`config.mk`:
```
export PLATFORM = sky130hd
export DESIGN_NAME = uart_led_command_interpreter_unit
export DESIGN_NICKNAME = d
export VERILOG_FILES = /design/src/ulci_pkg.sv /design/src/ulci_ctrl.sv /design/src/ulci_dp.sv /design/src/uart_led_command_interpreter_unit.sv
export SDC_FILE = /design/constraint.sdc
export NUM_CORES = 1
export LEC_CHECK = 0
export BUFFER_PORTS_ARGS = -buffer_cell sky130_fd_sc_hd__buf_2
export CAP_MARGIN = 10
export CORE_MARGIN = 3
export CORE_UTILIZATION = 50
export DETAILED_ROUTE_END_ITERATION = 6
export PLACE_DENSITY = 0.75
export SYNTH_ARGS = -nofsm -noshare
export SYNTH_HDL_FRONTEND = slang
export SYNTH_SLANG_ARGS = --single-unit
```
`constraint.sdc`:
```
create_clock -name clk -period 4.2 [get_ports clk]
set_input_delay 0.21 -clock clk [delete_from_list [all_inputs] [get_ports clk]]
set_output_delay 0.21 -clock clk [all_outputs]
set_load 0.02 [all_outputs]
```
`src/ulci_pkg.sv`:
```
// ----------------------------------------------------------------------------
// ulci_pkg: shared definitions for the UART LED command interpreter
// Holds the line depth, reply kinds, reply text and the command and status
// bundles that pass between the controller and the datapath.
// ----------------------------------------------------------------------------
`default_nettype none

package ulci_pkg;

  // Line buffer depth; one place is kept for the terminator.
  localparam int LINE_DEPTH = 64;
  localparam int FILL_W     = $clog2(LINE_DEPTH);

  // Special characters.
  localparam logic [7:0] CH_BANG    = 8'h21;
  localparam logic [7:0] CH_PERCENT = 8'h25;
  localparam logic [7:0] CH_ZERO    = 8'h30;
  localparam logic [7:0] CH_NINE    = 8'h39;
  localparam logic [7:0] CH_CR      = 8'h0D;
  localparam logic [7:0] CH_LF      = 8'h0A;

  // Numeric limits.
  localparam logic [7:0] PCT_MAX   = 8'd100;
  localparam logic [6:0] PCT_RESET = 7'd50;

  // Reply kinds.
  localparam logic [2:0] RPL_ON      = 3'd0;
  localparam logic [2:0] RPL_OFF     = 3'd1;
  localparam logic [2:0] RPL_PWM     = 3'd2;
  localparam logic [2:0] RPL_STS_ON  = 3'd3;
  localparam logic [2:0] RPL_STS_OFF = 3'd4;

  // Reply text, first character in the top byte, padded to 13 bytes.
  localparam int MSG_W = 104;
  localparam logic [MSG_W-1:0] MSG_ON      = {"LED ON", CH_CR, CH_LF, 40'h0};
  localparam logic [MSG_W-1:0] MSG_OFF     = {"LED OFF", CH_CR, CH_LF, 32'h0};
  localparam logic [MSG_W-1:0] MSG_PWM     = {"PWM OK", CH_CR, CH_LF, 40'h0};
  localparam logic [MSG_W-1:0] MSG_STS_ON  = {"Status: ON", CH_CR, CH_LF, 8'h0};
  localparam logic [MSG_W-1:0] MSG_STS_OFF = {"Status: OFF", CH_CR, CH_LF};

  // Controller to datapath commands.
  typedef struct packed {
    logic take_byte;  // store an ordinary byte into the line
    logic line_end;   // handle the finished line
    logic advance;    // one reply character was transferred
  } cmd_t;

  // Datapath to controller status.
  typedef struct packed {
    logic is_bang;    // the offered byte ends the line
    logic hit;        // the finished line matches a command
    logic last;       // the current reply character is the final one
  } sts_t;

  // Character idx of the reply of the given kind.
  function automatic logic [7:0] reply_char(input logic [2:0] kind, input logic [3:0] idx);
    logic [MSG_W-1:0] msg;
    int               pos;
    case (kind)
      RPL_ON:      msg = MSG_ON;
      RPL_OFF:     msg = MSG_OFF;
      RPL_PWM:     msg = MSG_PWM;
      RPL_STS_ON:  msg = MSG_STS_ON;
      default:     msg = MSG_STS_OFF;
    endcase
    pos = MSG_W - 8 - 8 * int'(idx);
    if (pos < 0) begin
      pos = 0;
    end
    return msg[pos +: 8];
  endfunction

  // Number of characters in the reply of the given kind.
  function automatic logic [3:0] reply_len(input logic [2:0] kind);
    case (kind)
      RPL_ON:      return 4'd8;
      RPL_OFF:     return 4'd9;
      RPL_PWM:     return 4'd8;
      RPL_STS_ON:  return 4'd12;
      default:     return 4'd13;
    endcase
  endfunction

endpackage

`default_nettype wire

```
`src/ulci_ctrl.sv`:
```
// ----------------------------------------------------------------------------
// ulci_ctrl: controller for the UART LED command interpreter
// Accepts bytes while idle and walks the reply out one character per
// transfer after a matched line.
// ----------------------------------------------------------------------------
`default_nettype none

module ulci_ctrl (
  input  wire logic           clk,
  input  wire logic           rst_n,
  input  wire logic           in_tvalid,
  output logic                in_tready,
  output logic                out_tvalid,
  input  wire logic           out_tready,
  input  wire ulci_pkg::sts_t sts,
  output ulci_pkg::cmd_t      cmd
);

  localparam logic ST_IDLE  = 1'b0;
  localparam logic ST_REPLY = 1'b1;

  logic state_r;
  logic state_nxt;

  // Next state and commands.
  always_comb begin
    state_nxt  = state_r;
    cmd        = '0;
    in_tready  = 1'b0;
    out_tvalid = 1'b0;
    case (state_r)
      ST_IDLE: begin
        in_tready = 1'b1;
        if (in_tvalid) begin
          if (sts.is_bang) begin
            cmd.line_end = 1'b1;
            if (sts.hit) begin
              state_nxt = ST_REPLY;
            end
          end else begin
            cmd.take_byte = 1'b1;
          end
        end
      end
      ST_REPLY: begin
        out_tvalid = 1'b1;
        if (out_tready) begin
          cmd.advance = 1'b1;
          if (sts.last) begin
            state_nxt = ST_IDLE;
          end
        end
      end
      default: begin
        state_nxt = ST_IDLE;
      end
    endcase
  end

  // State register.
  always_ff @(posedge clk) begin
    if (!rst_n) begin
      state_r <= ST_IDLE;
    end else begin
      state_r <= state_nxt;
    end
  end

endmodule

`default_nettype wire

```
`src/ulci_dp.sv`:
```
// ----------------------------------------------------------------------------
// ulci_dp: datapath for the UART LED command interpreter
// Matches the line against the commands as its bytes arrive, keeps the LED
// flag, saved percent and duty compare, and holds the reply being sent.
// ----------------------------------------------------------------------------
`default_nettype none

module ulci_dp (
  input  wire logic           clk,
  input  wire logic           rst_n,
  input  wire logic [7:0]     rx_byte,
  input  wire ulci_pkg::cmd_t cmd,
  output ulci_pkg::sts_t      sts,
  output logic [7:0]          tx_byte,
  output logic                tx_last,
  output logic [9:0]          duty_compare,
  output logic                led_on
);

  localparam int FW = ulci_pkg::FILL_W;

  // Command words, first character in the top byte.
  localparam int                          CMD_W   = 48;
  localparam logic [CMD_W-1:0]            CMD_ON  = {"ON", 32'h0};
  localparam logic [CMD_W-1:0]            CMD_OFF = {"OFF", 24'h0};
  localparam logic [CMD_W-1:0]            CMD_STS = "Status";
  localparam logic [CMD_W-1:0]            CMD_PWM = {"PWM:", 16'h0};
  localparam int                          LEN_ON  = 2;
  localparam int                          LEN_OFF = 3;
  localparam int                          LEN_STS = 6;
  localparam int                          LEN_PWM = 4;

  // PWM parse phases.
  localparam logic [1:0] PH_PREFIX = 2'd0;
  localparam logic [1:0] PH_DIGITS = 2'd1;
  localparam logic [1:0] PH_PCT    = 2'd2;
  localparam logic [1:0] PH_FAIL   = 2'd3;

  // Line matching state.
  logic [FW-1:0] fill_r, fill_nxt;
  logic          ended_r, ended_nxt;
  logic          on_ok_r, on_ok_nxt;
  logic          off_ok_r, off_ok_nxt;
  logic          sts_ok_r, sts_ok_nxt;
  logic [1:0]    phase_r, phase_nxt;
  logic [7:0]    value_r, value_nxt;

  // Command results.
  logic          led_r, led_nxt;
  logic [6:0]    pct_r, pct_nxt;
  logic [9:0]    cmp_r, cmp_nxt;

  // Reply being sent.
  logic [2:0]    kind_r, kind_nxt;
  logic [3:0]    idx_r, idx_nxt;

  logic          m_on, m_off, m_sts, m_pwm;
  logic          is_digit;
  logic [9:0]    duty_new;

  // True when byte b equals character k of a command word of length len.
  function automatic logic word_ok(input logic [CMD_W-1:0] s, input int len,
                                   input logic [FW-1:0] k, input logic [7:0] b);
    int pos;
    pos = CMD_W - 8 - 8 * int'(k);
    if (int'(k) >= len || pos < 0) begin
      return 1'b0;
    end
    return b == s[pos +: 8];
  endfunction

  // Line decode at the terminator.
  assign m_on     = on_ok_r  && (int'(fill_r) == LEN_ON);
  assign m_off    = off_ok_r && (int'(fill_r) == LEN_OFF);
  assign m_sts    = sts_ok_r && (int'(fill_r) == LEN_STS);
  assign m_pwm    = (phase_r == PH_PCT) && (value_r <= ulci_pkg::PCT_MAX);
  assign is_digit = (rx_byte >= ulci_pkg::CH_ZERO) && (rx_byte <= ulci_pkg::CH_NINE);

  // Percent times ten as shift and add.
  assign duty_new = {pct_nxt, 3'b000} + {2'b00, pct_nxt, 1'b0};

  assign sts.is_bang = (rx_byte == ulci_pkg::CH_BANG);
  assign sts.hit     = m_on || m_off || m_sts || m_pwm;
  assign sts.last    = (idx_r == ulci_pkg::reply_len(kind_r) - 4'd1);

  assign tx_byte      = ulci_pkg::reply_char(kind_r, idx_r);
  assign tx_last      = sts.last;
  assign duty_compare = cmp_r;
  assign led_on       = led_r;

  // Next-state logic for matcher, settings and reply.
  always_comb begin
    fill_nxt   = fill_r;
    ended_nxt  = ended_r;
    on_ok_nxt  = on_ok_r;
    off_ok_nxt = off_ok_r;
    sts_ok_nxt = sts_ok_r;
    phase_nxt  = phase_r;
    value_nxt  = value_r;
    led_nxt    = led_r;
    pct_nxt    = pct_r;
    cmp_nxt    = cmp_r;
    kind_nxt   = kind_r;
    idx_nxt    = idx_r;

    if (cmd.take_byte && !ended_r && (fill_r < FW'(ulci_pkg::LINE_DEPTH - 1))) begin
      if (rx_byte == 8'h00) begin
        // A zero byte ends the text; later bytes cannot change the match.
        ended_nxt = 1'b1;
      end else begin
        fill_nxt   = fill_r + FW'(1);
        on_ok_nxt  = on_ok_r  && word_ok(CMD_ON,  LEN_ON,  fill_r, rx_byte);
        off_ok_nxt = off_ok_r && word_ok(CMD_OFF, LEN_OFF, fill_r, rx_byte);
        sts_ok_nxt = sts_ok_r && word_ok(CMD_STS, LEN_STS, fill_r, rx_byte);
        case (phase_r)
          PH_PREFIX: begin
            if (!word_ok(CMD_PWM, LEN_PWM, fill_r, rx_byte)) begin
              phase_nxt = PH_FAIL;
            end else if (int'(fill_r) == LEN_PWM - 1) begin
              phase_nxt = PH_DIGITS;
            end
          end
          PH_DIGITS: begin
            if (is_digit) begin
              value_nxt = 8'(value_r * 8'd10 + {4'h0, rx_byte[3:0]});
            end else if (rx_byte == ulci_pkg::CH_PERCENT) begin
              phase_nxt = PH_PCT;
            end else begin
              phase_nxt = PH_FAIL;
            end
          end
          PH_PCT: begin
            phase_nxt = PH_FAIL;
          end
          default: begin
            phase_nxt = PH_FAIL;
          end
        endcase
      end
    end

    if (cmd.line_end) begin
      // Apply the command and pick the reply.
      if (m_on) begin
        led_nxt  = 1'b1;
        cmp_nxt  = duty_new;
        kind_nxt = ulci_pkg::RPL_ON;
      end else if (m_off) begin
        led_nxt  = 1'b0;
        cmp_nxt  = 10'd0;
        kind_nxt = ulci_pkg::RPL_OFF;
      end else if (m_sts) begin
        kind_nxt = led_r ? ulci_pkg::RPL_STS_ON : ulci_pkg::RPL_STS_OFF;
      end else if (m_pwm) begin
        pct_nxt  = value_r[6:0];
        kind_nxt = ulci_pkg::RPL_PWM;
        if (led_r) begin
          cmp_nxt = duty_new;
        end
      end
      idx_nxt    = 4'd0;
      // Start a fresh line.
      fill_nxt   = '0;
      ended_nxt  = 1'b0;
      on_ok_nxt  = 1'b1;
      off_ok_nxt = 1'b1;
      sts_ok_nxt = 1'b1;
      phase_nxt  = PH_PREFIX;
      value_nxt  = 8'd0;
    end

    if (cmd.advance) begin
      idx_nxt = idx_r + 4'd1;
    end
  end

  // Control and settings registers.
  always_ff @(posedge clk) begin
    if (!rst_n) begin
      fill_r   <= '0;
      ended_r  <= 1'b0;
      on_ok_r  <= 1'b1;
      off_ok_r <= 1'b1;
      sts_ok_r <= 1'b1;
      phase_r  <= PH_PREFIX;
      value_r  <= 8'd0;
      led_r    <= 1'b0;
      pct_r    <= ulci_pkg::PCT_RESET;
      cmp_r    <= 10'd0;
    end else begin
      fill_r   <= fill_nxt;
      ended_r  <= ended_nxt;
      on_ok_r  <= on_ok_nxt;
      off_ok_r <= off_ok_nxt;
      sts_ok_r <= sts_ok_nxt;
      phase_r  <= phase_nxt;
      value_r  <= value_nxt;
      led_r    <= led_nxt;
      pct_r    <= pct_nxt;
      cmp_r    <= cmp_nxt;
    end
  end

  // Reply pointer registers.
  always_ff @(posedge clk) begin
    kind_r <= kind_nxt;
    idx_r  <= idx_nxt;
  end

endmodule

`default_nettype wire

```
`src/uart_led_command_interpreter_unit.sv`:
```
// ----------------------------------------------------------------------------
// uart_led_command_interpreter_unit: top level of the LED command interpreter
// Collects received characters into a command line and answers ON, OFF,
// Status and PWM:<n>% commands with a text reply, one character per transfer.
//
//   Channel  Direction  tdata bits (low first)                     tlast
//   in_      slave      rx_byte[7:0]                              -
//   out_     master     tx_byte[7:0], duty_compare[17:8],         tx_last
//                       led_on[18], zero[23:19]
//
// An ordinary byte is taken while no reply is pending. A line end with a
// matching command is followed by the reply, one character per cycle (8 to 13
// characters) while out_tready is high; the reply counter in the datapath sets this.
// in_tready is low while a reply is being sent; out_tready low holds it.
// Synchronous active-low reset clears the line, turns the LED off, sets the
// saved percent to fifty and the duty compare to zero.
// ----------------------------------------------------------------------------
`default_nettype none

module uart_led_command_interpreter_unit (
  input  wire logic        clk,
  input  wire logic        rst_n,
  input  wire logic        in_tvalid,
  output logic             in_tready,
  input  wire logic [7:0]  in_tdata,   // rx_byte[7:0]
  output logic             out_tvalid,
  input  wire logic        out_tready,
  output logic [23:0]      out_tdata,  // tx_byte[7:0], duty_compare[17:8], led_on[18]
  output logic             out_tlast
);

  ulci_pkg::cmd_t cmd;
  ulci_pkg::sts_t sts;
  logic [7:0]     tx_byte;
  logic [9:0]     duty_compare;
  logic           led_on;

  // Sequencing of byte intake and reply transfer.
  ulci_ctrl u_ctrl (
    .clk        (clk),
    .rst_n      (rst_n),
    .in_tvalid  (in_tvalid),
    .in_tready  (in_tready),
    .out_tvalid (out_tvalid),
    .out_tready (out_tready),
    .sts        (sts),
    .cmd        (cmd)
  );

  // Matching, settings and reply text.
  ulci_dp u_dp (
    .clk          (clk),
    .rst_n        (rst_n),
    .rx_byte      (in_tdata),
    .cmd          (cmd),
    .sts          (sts),
    .tx_byte      (tx_byte),
    .tx_last      (out_tlast),
    .duty_compare (duty_compare),
    .led_on       (led_on)
  );

  // Result packing.
  assign out_tdata = {5'b00000, led_on, duty_compare, tx_byte};

endmodule

`default_nettype wire
```
# Yosys cells after proc, flatten, opt, wreduce, memory -nomap -nowiden
# Cells that the tools add are included.
# classes
bitwise	3
eq_ne	18
n_shift	5
n_reduce_logical	36
add_sub_neg	7
magnitude_cmp	10
mux	70
multipliers	1
# ops
cell	count
$pmux 101 s4	1
$shiftx 48x32->8 const A	4
$shiftx 104x32->8	1
$lt 32x1->1 const B	2
$mux 10	5
$mux 1	45
$mux 7	5
$eq 8x8->1	4
$mux 32	1
$eq 8x6->1 const B	2
$eq 6x3->1 const B	2
$ge 6x2->1 const B	2
$ge 6x3->1 const B	2
$reduce_and 4->1	3
$add 10x8->10	1
$logic_and 1x1->1	10
$mux 2	5
$sub 6x9->10 const A	1
$mux 3	3
$pmux 3 s3	1
$add 8x4->8	1
$ge 8x6->1 const B	1
$le 8x6->1 const B	1
$le 8x7->1 const B	1
29 further kinds	46
# word_totals
regBits	46
in_bits	12
word_cells	164

# Longest topological paths before layout
# Gate-level depths: netlist (run 1).
# depth
word_depth	13
mapped_depth	16
mapped_depth_nobuf	16

# Modules after synthesis
# Synthesis (run 1) repeated with hierarchy kept, for this count alone.
# unflattened
cells_unflattened	536
hier_area_um2	4145.2
# by_module_without_submodules
mod	area_per_inst_um2	cells_each	seq_area_each_um2	instances
ulci_dp	4022.6	521	950.9	1
ulci_ctrl	73.8	8	20.0	1
uart_led_command_interpreter_unit	48.8	7	0.0	1

# Worst setup path before layout (run 1)
# No wires, ideal clock.
# synth_timing
path_kind	reg-to-reg
start	register u_dp.fill_r[0]
end	register u_dp.cmp_r[9], in the netlist u_dp.duty_compare[9]
arrival_time_ps	3538
stages_incl_launch_ff	16
path_slack_ps	588
n_path_buf	0
setup_time_ps	74
path_cell_list	dfxtp_1 clkinv_1 ha_1 a22oi_1 o22ai_1 nor4_4 mux2_2 ha_1 inv_1 fa_1 nor2b_1 o31a_1 o21ai_0 xor2_1 o21ba_2 o21ai_0
# synth_between
elab_chain_cells	12
elab_cells_between_ends	20
# synth_rtl
item	line	text
start, declared	ulci_dp.sv:40	logic [FW-1:0] fill_r, fill_nxt;
start signal, assigned	ulci_dp.sv:191	fill_r <= fill_nxt;
$eq 6x4->1	ulci_dp.sv:75	assign m_sts = sts_ok_r && (int'(fill_r) == LEN_STS);
$logic_and 1x1->1	ulci_dp.sv:75	
$mux 7	ulci_dp.sv:152	end else if (m_sts) begin
$mux 7	ulci_dp.sv:148	end else if (m_off) begin
$mux 7 (*)	ulci_dp.sv:144	if (m_on) begin
$mux 7 (*)	ulci_dp.sv:142	if (cmd.line_end) begin
via u_dp.pct_nxt[2]	ulci_dp.sv:50	logic [6:0] pct_r, pct_nxt;
$add 10x8->10 (*)	ulci_dp.sv:80	assign duty_new = {pct_nxt, 3'b000} + {2'b00, pct_nxt, 1'b0};
$mux 10	ulci_dp.sv:157	if (led_r) begin
$mux 10	ulci_dp.sv:154	end else if (m_pwm) begin
$mux 10	ulci_dp.sv:152	
$mux 10	ulci_dp.sv:148	
$mux 10 (*)	ulci_dp.sv:144	
end signal, assigned	ulci_dp.sv:200	cmp_r <= cmp_nxt;
end, declared	ulci_dp.sv:51	logic [9:0] cmp_r, cmp_nxt;
# The timed path passes the listed nets; every way through them passes the cells marked *. The select of a mux whose other input is x is not followed.
# A chain may end at the register's enable or synchronous reset.

# Worst setup path in the final report (run 1)
# Same ends and word-level chain as after synthesis.

==> out/metrics.yaml, run 1 <==
timing:
  fin_crit_sh_pct: 91.6
  period_needed_ns: 3.85
  setup_viol: 0
  skew_ns: 0.0105
  rsz0062_at_grt: "no"
  setup_ws_ns: 0.352
  finalHoldViolations: 0
  finalMaxSlewViolations: 0
  max_freq_mhz: 260
  max_slew_margin_pct: 25.9
  tightest_slew_ns: 1.10
  finalSetupTns_ns: 0
clock_tree:
  cts_buffers: 5
  cts_num_sinks: 45
  cts_buffer_depth: 2
  cts.clk_slew.worst_paths_ns: 0.09
  clk_latency_ns: 0.30
  cts_hold_buf: 0
  tritoncts: "built"
  cts_max_level: 2
  cts_root_buffer: "clkbuf_8"
cells_and_area:
  seq_area_um2: 972
  layout.nets: 549
  final_cells: 611
  drive_gt1_share_pct: 12.5
  multi_input_area_um2: 2670
  n_antenna_cell: 0
  fill_cells: 658
  area_delta_synth_final_pct: 7.53
placement:
  post-place-ws_ns: 0.0217
  place_congestion: 0.893
  dp.cells: 601
  port_buffers: 31
  dpl.hpwl_mm: 6.72
detailed_routing:
  drt-vias-per-instance: 5.87
  ant_nets: 0
  dr.pass1.iters: 5
  routedWlPerCell_um: 14.9
  drtIter0Drc: 278
  drc: 0
  num_vias: 3588
  finalWirelength_mm: 9.10
synth:
  synthXorXnorAreaFrac_pct: 6.95
  yosys.area_share.simple_pct: 23.0
  netlist_instances: 499
  syn_avg_cell_area_um2: 7.83
  synth_mux_area_share_pct: 5.54
  yosysTopAreaCell: "dfxtp_1"
  synth_common_cells: "50 x nor2_1, 48 x nand2_1, 38 x dfxtp_1"
  ys_warn_count: 0
  synth_compound_gate_area_share_pct: 23.1
  ys_types: 73
  netlist_area_um2: 3900
  synth_top_cells_by_area: "dfxtp_1 19%, ha_1 7.4%, edfxtp_1 5.4%, nor2_1 4.8%, nand2_1 4.6%"
  synth_ff_type: "dfxtp_1"
  synth_edf_count: 7
  ys_async_sr_fraction_pct: 0
  synth_top_family_by_area: "compound AO/OA/AOI/OAI gates"
  yosysTopAreaCellShare_pct: 19.5
  yosysMostFrequentCell: "nor2_1"
  yosysSeqAreaShare_pct: 24.9
  synth_fa_ha_area_share_pct: 9.16
  synth_seq_cells: 45
floorplan:
  io_pins: 39
  die_h_um: 94.4
  start_util_pct: 52.7
  design.die.area_um2: 8910
  fp-row-count: 31
  coreArea_um2: 7410
  dieWidth_um: 94.4
global_route:
  grtUsageTotal_pct: 20.8
  grt_pass1_wl_mm: 15.4
  grt_start_max_net_pins: 22
  grt_pass1_vias: 3313
  grt_overflow: 0
  antenna_found_initial: 0
setup_path:
  critPathLaunchType: "flop"
  critPathLaunch: "u_dp.fill_r[0]"
  crit_type: "reg2reg"
  r2r_start: "u_dp.fill_r[0]"
  cp-end-kind: "flop"
  cp_max_fo: 8
  cp.arrival_ns: 4.08
  required_ns: 4.43
power_and_ir_drop:
  leakage_uw: 0.00174
  power.density_nw_per_um2: 225
  ir_worst_vdd_mv: 0.156
flow_run:
  maxCapViolations: 0
outcome:
  outcome: "finished, final reports clean"
worst_hold_path:
  hold_start: "rst_n"
  min_path_type: "in2reg"
cell type report:
cell class / instances / share of cell area, %
well taps: 99 / 2.95
inverters: 25 / 2.32
clock inverters: 1 / 0.715
flip-flops and latches: 45 / 23.2
multi-input cells: 395 / 63.7
repair buffers: 39 / 5.13
clock buffers: 7 / 2.06
repair_timing:
item	CTS	global route
gates resized for setup	0	2
endpoints found under the setup margin	1	3
pin swaps	1	1
buffers inserted	0	2
cells by family after synthesis:
family	count (synthesis)
simple gates	172
compound gates	137
buf+inv	65
flops	45
xor+xnor	31
fa+ha+maj	27
mux	21
other cells	1
registers in the layout, indices dropped and copies added, names as in the netlist:
signal	count
u_dp.duty_compare	9
u_dp.idx_r	4
u_dp.fill_r	6
u_ctrl.state_r	1
u_dp.value_r	8
u_dp.off_ok_r	1
u_dp.led_on	1
u_dp.pct_r	7
u_dp.kind_r	3
u_dp.ended_r	1
u_dp.sts_ok_r	1
u_dp.on_ok_r	1
u_dp.phase_r	2
routing by layer:
layer	share of wire (%)	vias to the layer above	GRT usage, %
met3	4.7	9	3.51
met4	0.81	0	4.21
met2	46	95	33.7
met5	0	-	0
li1	-	1816	-
met1	48	1668	29.1
stage by stage:
step                      hold slack [ns]  area (µm²)  power [µW]  utilization, %
after global placement              0.438        4060         612            54.8
after detailed placement            0.441        4060         612            54.8
final                               0.173        4200         944            56.7
after global routing                0.172        4200         988            56.7
after floorplan                     0.436        3930         582               -
after CTS                           0.172        4180         947            56.4
cells in the final DEF, fill, tap and decap left out, types with 4 or more instances in the layout:
cell      count
a21oi_1      29
edfxtp_1      7
dfxtp_1      37
clkbuf_8      6
nand3_1       7
conb_1        7
mux2_2        5
xor2_1       11
or3_1         9
a21o_1        5
a211o_1       4
o21ai_0      35
nand2b_1      4
nand4_1       6
o22ai_1       5
buf_2        31
nor3_1        9
inv_1        24
nor4_1        5
or2_2         4
buf_4         8
o31a_1        5
o211ai_1      4
nand2_1      48
ha_1         23
or4_1         4
a211oi_1      8
a31oi_1       5
o21a_1        4
xnor2_1      20
mux2i_1      16
nor2_1       50
worst max-delay path, stage by stage, from the launching register on:
cell,delay [ns]
dfxtp_2,0.42
clkinvlp_4,0.20
ha_1,0.28
a22oi_1,0.30
o22ai_1,0.21
nor4_4,0.43
buf_4,0.21
mux2i_1,0.33
inv_1,0.09
ha_1,0.36
o21a_1,0.18
o31a_1,0.12
o21ai_0,0.23
xor2_1,0.11
o21ba_2,0.20
o21ai_0,0.12
path summary, 6_finish.rpt:
check                    endpoint  slack, ns  cells after the start
max          u_dp.duty_compare[9]       0.35                     15
min                 u_dp.pct_r[5]       0.17                      2
max reg2reg  u_dp.duty_compare[9]       0.35                     15
min reg2reg  u_dp.duty_compare[3]       0.45                      2
power breakdown:
| group | total (µW) | internal [µW] | switching, µW | leakage (µW) |
|---|---|---|---|---|
| Combinational | 155 | 58.5 | 96.4 | 0.00131 |
| Clock | 337 | 194 | 143 | 0.0000585 |
| Sequential | 452 | 443 | 8.95 | 0.000374 |
Power figures use the tool's default switching activity.
==> run 2, diff against run 1 <==
--- a/config.mk
+++ b/config.mk
@@ -5,8 +5,8 @@
 export SDC_FILE = /design/constraint.sdc
 export NUM_CORES = 1
 export LEC_CHECK = 0
+export ABC_AREA = 1
 export BUFFER_PORTS_ARGS = -buffer_cell sky130_fd_sc_hd__buf_2
-export CAP_MARGIN = 10
 export CORE_MARGIN = 3
 export CORE_UTILIZATION = 50
 export DETAILED_ROUTE_END_ITERATION = 6
==> out/metrics.yaml, run 2 <==
detailed_routing:
  drt-vias-per-instance: 5.39
  drc: 0
  num_vias: 3751
  finalWirelength_mm: 8.78
  drtIter0Drc: 219
  dr.pass1.iters: 4
  ant_nets: 0
  routedWlPerCell_um: 12.6
power_and_ir_drop:
  p_sw_uw: 257
  internal-power_uw: 603
  power.density_nw_per_um2: 213
  combPwrFrac_pct: 16.8
  pwr-share-clk_pct: 30.5
  p_seq_share_pct: 52.7
  p_sw_share_pct: 29.9
  ir_worst_vdd_mv: 0.210
  leakage_uw: 0.00196
synth:
  netlist_instances: 570
  yosysTopAreaCell: "dfxtp_1"
  synth_ff_type: "dfxtp_1"
  yosys.area_share.simple_pct: 32.1
  syn_avg_cell_area_um2: 6.58
  ys_types: 43
  synth_top_family_by_area: "simple AND/OR/NAND/NOR gates"
  synth_fa_ha_area_share_pct: 9.27
  synth_top_cells_by_area: "dfxtp_1 20%, nand2_1 12%, ha_1 7.7%, inv_1 7.3%, nor2_1 5.8%"
  yosysSeqAreaShare_pct: 25.9
  netlist_area_um2: 3750
  synth_mux_area_share_pct: 0
  synth_common_cells: "117 x nand2_1, 73 x inv_1, 58 x nor2_1"
  synthXorXnorAreaFrac_pct: 3.74
  ys_warn_count: 0
  synth_compound_gate_area_share_pct: 17.4
  yosysTopAreaCellShare_pct: 20.3
  synth_edf_count: 7
  synth_seq_cells: 45
  ys_async_sr_fraction_pct: 0
  yosysMostFrequentCell: "nand2_1"
setup_path:
  cpMostUsedCell: "inv_1"
  crit_family: "simple AND/OR/NAND/NOR gates"
  r2r_start: "u_dp.fill_r[1]"
  critical_path.cell_chain: "ha_1 > inv_1 > nor2_1 > nand2_1 > nand2_2 > nor2_2 > nand2_4 > o21ai_0 > inv_1 > ha_1 > inv_1 > fa_1 > nor2_1 > a211oi_1 > nor2_1 > inv_1 > nand2_1 > nand3_1 > nand2_1 > nand3_1 > a21oi_1"
  critPathLaunchType: "flop"
  ff2ff_setup_slack_ns: 0.74
  cp_max_fo: 16
  crit_cells: 21
  required_ns: 4.43
  path_buf_inv: 4
  crit_type: "reg2reg"
  reg2regPathDepth: 21
  cp_slowest_stage_delay_ns: 0.71
  r2r_end: "u_dp.duty_compare[9]"
  cpMaxStageDelayCell: "dfxtp_1"
  critPathLaunch: "u_dp.fill_r[1]"
  cp-end-kind: "flop"
  cp.arrival_ns: 3.68
clock_tree:
  cts_buffers: 5
  tritoncts: "built"
  cts_hold_buf: 0
  clk_latency_ns: 0.30
  cts_root_buffer: "clkbuf_8"
  cts_max_level: 2
  cts_num_sinks: 45
  cts.clk_slew.worst_paths_ns: 0.09
  cts_buffer_depth: 2
  cts_setup_buffers: 0
  cts_resized: 0
timing:
  finalSetupTns_ns: 0
  finalMaxSlewViolations: 0
  rsz0062_at_grt: "no"
  max_freq_mhz: 289
  setup_viol: 0
  max_slew_margin_pct: 51.5
  fin_crit_sh_pct: 82.3
  tightest_slew_ns: 0.724
  period_needed_ns: 3.46
  skew_ns: 0.00860
  finalHoldViolations: 0
floorplan:
  start_util_pct: 53.4
  design.die.area_um2: 8580
  fp-row-count: 30
  io_pins: 39
  coreArea_um2: 7020
  die_h_um: 92.6
  dieWidth_um: 92.6
global_route:
  grt_pass1_vias: 3434
  grt_overflow: 0
  grtUsageTotal_pct: 20.8
  antenna_found_initial: 0
  grt_start_max_net_pins: 17
  grt_pass1_wl_mm: 15.3
placement:
  placed_area_um2: 3950
  port_buffers: 31
  place_congestion: 0.936
  dpl.hpwl_mm: 6.99
cells_and_area:
  area_delta_synth_final_pct: 7.64
  post-route-cell-area_um2: 4040
  layout.nets: 637
  final_common_cell: "nand2_1"
  utilization_pct: 57.5
  layout_common_cells: "117 x nand2_1, 73 x inv_1, 58 x nor2_1"
  n_antenna_cell: 0
  largest_reg_flops: 9
  drive_gt1_share_pct: 13.8
  seq_area_um2: 971
  multi_input_area_um2: 2370
  fill_cells: 713
outcome:
  outcome: "finished, final reports clean"
flow_run:
  maxCapViolations: 0
worst_hold_path:
  hold_depth: 2
  min_path_type: "in2reg"
  worst_hold_path.endpoint: "u_dp.pct_r[4]"
  hold_start: "rst_n"
## run 2: changes by cell type after synthesis, sizes merged, moves of 11 or more
cell,before,now
inv,24,88
a21oi,29,40
clkbuf,28,1
xnor2,20,5
nand3,8,48
nand2,48,126
nor2,50,68
mux2i,16,0
## run 2: routing by layer
metal / share of wire (%) / GRT usage (%) / wire length (µm) / vias up
met5: 0 / 0 / 0 / -
met4: 1.7 / 4.64 / 153 / 0
met3: 4.2 / 2.84 / 368 / 17
met1: 47 / 28.8 / 4160 / 1696
met2: 47 / 34.6 / 4090 / 103
li1: - / - / - / 1935
## run 2: how the worst max path moves through the flow
stage                           end  slack (ns)
6_report       u_dp.duty_compare[9]        0.74
5_1_grt        u_dp.duty_compare[9]        0.39
4_1_cts        u_dp.duty_compare[9]        0.78
3_5_place_dp   u_dp.duty_compare[9]        0.80
3_3_place_gp   u_dp.duty_compare[9]        0.98
2_1_floorplan  u_dp.duty_compare[9]        1.29
## run 2: cells by family after synthesis
kind of cell,Yosys count
and+or+nand+nor,265
other,1
DFF,45
buffers and inverters,104
adders and majority gates,26
xor gates and xnor gates,16
AOI/OAI and AO/OA,113
## run 2: per-stage QoR
| step | cells | power, µW | setup WS (ns) | hold WS [ns] |
|---|---|---|---|---|
| 3_5_place_dp | 688 | 605 | 0.800 | 0.438 |
| 5_1_grt | 696 | 903 | 0.392 | 0.150 |
| 3_3_place_gp | 688 | 603 | 0.976 | 0.445 |
| 2_1_floorplan | 576 | 575 | 1.29 | 0.279 |
| 6_report | 696 | 860 | 0.745 | 0.155 |
| 4_1_cts | 696 | 862 | 0.784 | 0.152 |
## run 2: power by group through the flow
stage | Sequential (µW) | Clock [µW] | Combinational (µW)
after floorplan | 457 | 0 | 119
after global placement | 462 | 0 | 141
after detailed placement | 463 | 0 | 142
after CTS | 452 | 267 | 143
after global routing | 454 | 285 | 164
final | 453 | 262 | 145
## run 2: worst register-to-register path: stages (launching register included)
cell	delay, ns
dfxtp_1	0.71
ha_1	0.34
inv_1	0.07
nor2_1	0.14
nand2_1	0.13
nand2_2	0.14
nor2_2	0.07
nand2_4	0.11
o21ai_0	0.11
inv_1	0.10
ha_1	0.17
inv_1	0.06
fa_1	0.47
nor2_1	0.13
a211oi_1	0.06
nor2_1	0.09
inv_1	0.06
nand2_1	0.07
nand3_1	0.09
nand2_1	0.09
nand3_1	0.07
a21oi_1	0.11
## run 2: layout make-up
class	count	area share, %
well taps	96	2.97
repair buffers	31	3.84
clock buffers	5	1.70
clock inverters	3	0.403
multi-input cells	427	58.8
inverters	89	8.27
flip-flops and latches	45	24.0
==> run 3, diff against run 2 <==
--- a/config.mk
+++ b/config.mk
@@ -10,7 +10,7 @@
 export CORE_MARGIN = 3
 export CORE_UTILIZATION = 50
 export DETAILED_ROUTE_END_ITERATION = 6
-export PLACE_DENSITY = 0.75
+export PLACE_DENSITY = 0.78
 export SYNTH_ARGS = -nofsm -noshare
 export SYNTH_HDL_FRONTEND = slang
 export SYNTH_SLANG_ARGS = --single-unit
==> constraint.sdc (replaced) <==
create_clock -name clk -period 3.06 [get_ports clk]
set_input_delay 0.153 -clock clk [delete_from_list [all_inputs] [get_ports clk]]
set_output_delay 0.153 -clock clk [all_outputs]
set_load 0.02 [all_outputs]
==> out/metrics.yaml, run 3 (synthesis gave the netlist of run 2 again) <==
timing:
  finalSetupTns_ns: 0
  period_needed_ns: 2.90
  setup_viol: 0
  fin_crit_sh_pct: 94.8
  max_freq_mhz: 345
  finalMaxSlewViolations: 0
  finalHoldViolations: 0
  hold_ws_ns: 0.0981
  skew_ns: 0.00875
setup_path:
  cp_max_fo: 9
  r2r_end: "u_dp.duty_compare[9]"
  r2r_start: "u_dp.fill_r[0]"
  cp.arrival_ns: 3.14
  crit_type: "reg2reg"
  reg2regPathDepth: 22
  cp-end-kind: "flop"
  ff2ff_setup_slack_ns: 0.16
  critPathLaunch: "u_dp.fill_r[0]"
  required_ns: 3.29
  endpoint: "u_dp.duty_compare[9]"
  critPathLaunchType: "flop"
floorplan:
  dieWidth_um: 92.6
  design.die.area_um2: 8580
  die_h_um: 92.6
  coreArea_um2: 7020
  fp-row-count: 30
  start_util_pct: 53.4
  io_pins: 39
cells_and_area:
  area_delta_synth_final_pct: 12.3
  final_cells: 712
  utilization_pct: 60.0
  largest_reg_flops: 9
  drive_gt1_share_pct: 18.3
  layout_common_cells: "116 x nand2_1, 72 x inv_1, 54 x nor2_1"
  n_antenna_cell: 0
  final_common_cell: "nand2_1"
  layout.nets: 653
global_route:
  grtUsageTotal_pct: 20.7
  grt_pass1_wl_mm: 14.9
  grt_start_max_net_pins: 16
  grt_overflow: 0
  antenna_found_initial: 0
  grt_pass1_vias: 3409
detailed_routing:
  dr.pass1.iters: 5
  drc: 0
  routedWlPerCell_um: 12.6
  finalWirelength_mm: 9.00
  drtIter0Drc: 266
  num_vias: 3793
  drt-vias-per-instance: 5.33
  ant_nets: 0
power_and_ir_drop:
  power.density_nw_per_um2: 287
  ir_worst_vdd_mv: 0.160
  leakage_uw: 0.00204
clock_tree:
  clk_latency_ns: 0.30
  cts_root_buffer: "clkbuf_8"
  cts.clk_slew.worst_paths_ns: 0.09
  cts_max_level: 2
  cts_hold_buf: 0
  cts_buffer_depth: 2
  tritoncts: "built"
  cts_buffers: 5
  cts_num_sinks: 45
placement:
  dp.cells: 702
  place_congestion: 0.936
  dpl.hpwl_mm: 7.09
  port_buffers: 31
worst_hold_path:
  min_path_type: "in2reg"
flow_run:
  maxCapViolations: 0
outcome:
  outcome: "finished, final reports clean"
## run 3: what timing repair did
item / 4_1_cts / 5_1_grt
endpoints found under the setup margin: 1 / 3
buffers inserted: 0 / 2
pin swaps: 0 / 3
resized for setup: 2 / 17
## run 3: worst min-delay path by stage
stage          slack (ns)       endpoint  depth (start not counted)  startpoint
6_report              0.1  u_dp.pct_r[5]                          2       rst_n
5_1_grt               0.1  u_dp.pct_r[5]                          2       rst_n
4_1_cts              0.09  u_dp.pct_r[1]                          2       rst_n
3_5_place_dp         0.40  u_dp.pct_r[4]                          2       rst_n
3_3_place_gp         0.40  u_dp.pct_r[4]                          2       rst_n
2_1_floorplan        0.22  u_dp.pct_r[4]                          1       rst_n
## run 3: layer usage
layer	global-route usage, %	part of all wire [%]	up-vias
li1	-	-	1960
met1	27.0	46	1720
met2	35.8	48	97
met3	2.68	3.9	16
met4	5.98	1.6	0
met5	0	0	-
## run 3: area by class of cell
type | instances | area [µm²]
Timing Repair Buffer | 47 | 275
Inverter | 89 | 334
Clock buffer | 5 | 68.8
Clock inverter | 3 | 21.3
Multi-Input combinational cell | 427 | 2420
Tap cell | 96 | 120
Fill cell | 677 | 2810
Sequential cell | 45 | 977
## run 3: per-stage QoR
stage          power, µW  instance area [µm²]  setup WS [ns]
6_report            1210                 4210          0.158
5_1_grt             1270                 4210        -0.0479
4_1_cts             1210                 4150        0.00322
3_5_place_dp         840                 4060        -0.0245
3_3_place_gp         838                 4060          0.158
2_1_floorplan        790                 3770          0.147
## run 3: where the power goes
part / switching [µW] / internal, µW / total [µW]
logic: 149 / 71.5 / 221
clock network: 211 / 162 / 373
registers: 7.83 / 607 / 615
total: 368 / 841 / 1210
## run 3: critical path, stage by stage (launching register included)
cell      delay [ns]
dfxtp_4         0.37
ha_2            0.20
inv_1           0.09
nor2_2          0.06
nand2_2         0.12
nand2_4         0.09
nor2_4          0.12
nand2_4         0.09
nand2_1         0.07
o21ai_1         0.08
inv_1           0.10
ha_2            0.19
inv_1           0.07
fa_2            0.41
nor2_2          0.14
a211oi_2        0.05
nor2_1          0.09
inv_1           0.05
nand2_1         0.07
nand3_1         0.08
nand2_1         0.08
nand3_1         0.07
a21oi_1         0.11
